### src/bsis_pkg.sv
// shared request, result and control types for the banked sorted id set
`timescale 1ns / 1ps
`default_nettype none

package bsis_pkg;

  // request kinds
  localparam logic [2:0] OP_INSERT = 3'd0;
  localparam logic [2:0] OP_DELETE = 3'd1;
  localparam logic [2:0] OP_TEST   = 3'd2;
  localparam logic [2:0] OP_COUNT  = 3'd3;
  localparam logic [2:0] OP_READ   = 3'd4;

  // one request on the input channel
  typedef struct packed {
    logic [2:0]  op;
    logic [4:0]  bank;
    logic [31:0] item_id;
    logic [3:0]  entry_index;
  } bsis_req_t;

  // one result on the output channel
  typedef struct packed {
    logic        ok;
    logic [4:0]  held_count;
    logic [31:0] entry_value;
  } bsis_rsp_t;

  // controller to datapath commands
  typedef struct packed {
    logic capture;
    logic load_n;
    logic start;
    logic finish;
  } bsis_cmd_t;

  // datapath to controller status
  typedef struct packed {
    logic scan_busy;
  } bsis_sts_t;

endpackage

`default_nettype wire

### src/bsis_ctrl.sv
// request sequencer of the banked sorted id set
`timescale 1ns / 1ps
`default_nettype none

module bsis_ctrl import bsis_pkg::*; (
  input  wire logic      clk,
  input  wire logic      rst,
  input  wire logic      req_valid,
  output logic           req_stall,
  output logic           rsp_valid,
  input  wire logic      rsp_stall,
  output bsis_cmd_t      cmd,
  input  wire bsis_sts_t sts
);

  typedef enum logic [4:0] {
    ST_IDLE  = 5'b00001,
    ST_CNTW  = 5'b00010,
    ST_START = 5'b00100,
    ST_SCAN  = 5'b01000,
    ST_FIN   = 5'b10000
  } state_t;

  state_t state;
  state_t state_next;
  logic   rsp_valid_next;

  assign req_stall = (state != ST_IDLE);

  // next state and commands
  always_comb begin
    state_next = state;
    cmd        = '0;
    case (state)
      ST_IDLE: begin
        if (req_valid) begin
          cmd.capture = 1'b1;
          state_next  = ST_CNTW;
        end
      end
      ST_CNTW: begin
        cmd.load_n = 1'b1;
        state_next = ST_START;
      end
      ST_START: begin
        cmd.start  = 1'b1;
        state_next = ST_SCAN;
      end
      ST_SCAN: begin
        if (!sts.scan_busy) begin
          state_next = ST_FIN;
        end
      end
      ST_FIN: begin
        if (!rsp_valid || !rsp_stall) begin
          cmd.finish = 1'b1;
          state_next = ST_IDLE;
        end
      end
      default: begin
        state_next = ST_IDLE;
      end
    endcase
  end

  // result valid holds until the receiver takes it
  assign rsp_valid_next = cmd.finish | (rsp_valid & rsp_stall);

  always_ff @(posedge clk) begin
    if (rst) begin
      state     <= ST_IDLE;
      rsp_valid <= 1'b0;
    end else begin
      state     <= state_next;
      rsp_valid <= rsp_valid_next;
    end
  end

endmodule

`default_nettype wire

### config.mk
export PLATFORM = sky130hd
export DESIGN_NAME = bsis_ctrl
export DESIGN_NICKNAME = d
export VERILOG_FILES = /design/src/bsis_pkg.sv /design/src/bsis_ctrl.sv
export SDC_FILE = /design/constraint.sdc
export NUM_CORES = 1
export LEC_CHECK = 0
export ABC_AREA = 1
export BUFFER_PORTS_ARGS = -buffer_cell sky130_fd_sc_hd__buf_4
export CORE_AREA = 2 2 39 41
export DETAILED_ROUTE_END_ITERATION = 16
export DIE_AREA = 0 0 41 43
export PLACE_DENSITY = 0.44
export SYNTH_ARGS = -nofsm -noshare
export SYNTH_HDL_FRONTEND = slang
export SYNTH_SLANG_ARGS = --single-unit
### constraint.sdc
create_clock -name clk -period 1.6 [get_ports clk]
set_input_delay 0.16 -clock clk [delete_from_list [all_inputs] [get_ports clk]]
set_output_delay 0.16 -clock clk [all_outputs]
set_load 0.01 [all_outputs]
==> summary.txt <==
Critical path
  • Setup crit end kind: output pin
  • Worst path max stage delay: 0.32 ns
  • Critical-path cell list: nor2_2, nand3_2, a21oi_1, buf_4
  • Critical Path Source Type: flip-flop
  • Crit path kind: reg2out
  • Crit-path slowest cell: dfxtp_1
  • Max FO, Critical Path: 4
  • Crit path required time: 1.44 ns
  • Arr. time, crit path: 1.17 ns

Clock network
  • CTS Buf Count: 3
  • # Post-CTS Setup Buffers: 0
  • Post-CTS Hold Fix Bufs: 0
  • H-Tree Depth: 1
  • CTS tree: done
  • Sink Count: 6
  • Post_cts resized: 0
  • Root buf cell: clkbuf_4
  • Clk pin slew, worst setup/hold paths: 0.05 ns
  • Worst-Skew Late Latency: 0.25 ns
  • Clk buf depth: 2

Yosys
  • Post-synthesis register bit count: 6
  • Synth Warn #: 0
  • Cell taking the most area after synthesis: dfxtp_1
  • Largest family of logic cells by synthesized area: simple AND/OR/NAND/NOR gates
  • Post-synthesis xor/xnor area fraction: 0%
  • Syn nets: 52
  • Share of the synthesized area in the top cell type: 35.8%
  • Top-count cell post-synth: nand2_1
  • Async SR Flop Fraction: 0%
  • Synth Area in Simple Gates: 45.1%
  • Post-synthesis mux area share: 0%
  • Post-synth EDFFs: 0
  • Count of cell types in the netlist: 17
  • Synth Instances: 47
  • Area contributors post-synth: dfxtp_1, nand2_1, nor2_2
  • Adder-cell area share of the yosys netlist: 0%
  • Netlist Area Pre-Place: 335 um2
  • Seq/Total Area, Yosys: 35.8%
  • Main flop type after synthesis: dfxtp_1
  • Synth Area in Compound Gates: 6.34%
  • Syn Area/Cell: 7.13 um2
  • Synth cell count leaders: nand2_1, dfxtp_1, inv_1, nor2_1, nor2_2

Floorplan
  • Initial core utilization: 24.2%
  • Full die area: 1760 um2
  • Chip width: 41 um
  • I/O pin count: 11
  • Core ar.: 1380 um2
  • FP Rows: 14
  • Die Ht: 43 um

Detailed routing
  • Avg Vias per Cell: 4.47
  • WL final: 718 um
  • Pre-antenna DRT Iters: 4
  • Detail Route Antenna Nets: 0
  • Wire per inst: 9.57 um
  • 1st-iter DRT viols: 9
  • Via count: 335
  • Drt drc: 0

Cells and area
  • Area growth from synthesis to layout: 32.8%
  • Layout net count: 66
  • Diode count: 0
  • Multi-input logic area: 173 um2
  • Post-layout utilization of the core: 32.2%
  • Post-Layout Cell Count: 75
  • FF+latch area: 120 um2
  • Fillcell total: 144
  • Ratio of cells with drive above 1 in the final layout: 40.7%

Global routing
  • Vias in the first global route: 271
  • GRT Overall Usage: 10.4%
  • Largest net degree at the start of global routing: 7
  • Gr ovfl total: 0
  • First-pass GRT wire length: 1150 um
  • Initial antenna violation count: 0

STA
  • Setup Skew: 0.00200 ns
  • TNS Setup: 0 ns
  • Max frequency: 0.753 GHz
  • Tcrit/Tclk final: 83.0%
  • Least-Margin Pin Slew: 0.198 ns
  • Tmin final: 1.33 ns
  • Max Slew Vio Count: 0
  • Final-report setup violation count: 0
  • Unrepaired setup endpoints after global routing: no
  • Fin. Hold Viols: 0
  • Rel. slew slack: 86.8%

Power
  • Leak: 0.225 nW
  • PwrDens: 863 nW/um2
  • Max IR drop VDD: 0.277 mV

Place
  • DP HPWL: 561 um
  • Port-buffer cells: 10
  • GPL Wtd Cong: 0.696
  • Inst Count DP: 72

Run status
  • Status: finished clean

Min path
  • Hold Path Class: in2reg

Job
  • MaxCap Viol Count: 0
==> metrics by stage <==
stage / hold slack (ns) / power (W) / worst slack (ns) / cell area, um2
global route: 0.128 / 0.000400 / 0.228 / 445
detailed placement: 0.374 / 0.000242 / 0.551 / 423
finish: 0.111 / 0.000385 / 0.271 / 445
global placement: 0.380 / 0.000244 / 0.524 / 423
CTS: 0.110 / 0.000388 / 0.273 / 445
floorplan: 0.229 / 0.000212 / 0.630 / 335
==> area by class of cell <==
class	count	share of cell area (%)
multi-input cells	31	38.8
flip-flops and latches	6	27.0
repair buffers	10	16.9
inverters	9	7.87
clock buffers	3	5.06
well taps	16	4.49
==> layer usage <==
layer  vias to the layer above  wire, um  track usage (%)
li1                        173         -                -
met1                       154       325             13.2
met2                         6       365             12.2
met3                         2        12             1.57
met4                         0        15             14.0
met5                         -         0                0
==> path summary, 6_finish.rpt <==
kind                          from               endpoint  slack [ns]  cells after the start
min reg2reg  state[4]$_SDFFE_PP0P_   rsp_valid$_SDFF_PP0_        0.52                      2
max          state[0]$_SDFFE_PP1P_                 cmd[0]        0.27                      4
max reg2reg  state[0]$_SDFFE_PP1P_  state[0]$_SDFFE_PP1P_        0.52                      6
min                            rst   rsp_valid$_SDFF_PP0_        0.11                      2
==> sequential cells by signal (all words and copies together) (netlist names) <==
signal and cells:
state 5, rsp_valid 1
==> where the power goes <==
part           switching (W)  total [W]  internal [W]  leakage, nW
Combinational      0.0000427  0.0000770     0.0000343        0.162
Sequential        0.00000550   0.000162      0.000156       0.0488
Clock              0.0000606   0.000146     0.0000852       0.0138
Total               0.000109   0.000385      0.000276        0.225
==> kinds of logic (layout without fill, tap and decap cells) <==
group                  Yosys count  in the layout
buffers and inverters           10             22
AO/OA/AOI/OAI                    4              4
AND/OR/NAND/NOR                 27             27
flip-flops                       6              6
==> worst max-delay path, delay by kind of cell (launching register included) <==
kind | cells | cell delay (ns)
buffers and inverters | 1 | 0.14
AOI/OAI and AO/OA | 1 | 0.13
and+or+nand+nor | 2 | 0.33
DFF | 1 | 0.32
==> layout by cell type (no fill, tap or decap) <==
cell type / n
a21oi_1: 3
nand4_2: 1
nand3_1: 2
inv_1: 6
nor2_4: 1
a31oi_1: 1
clkinv_2: 1
nand4_1: 2
nand2_1: 7
clkbuf_4: 3
or2_0: 1
nor3_1: 1
buf_4: 10
nor2_2: 4
inv_2: 2
dfxtp_1: 6
nand3_2: 2
nor2_1: 6
Power figures use the tool's default switching activity.
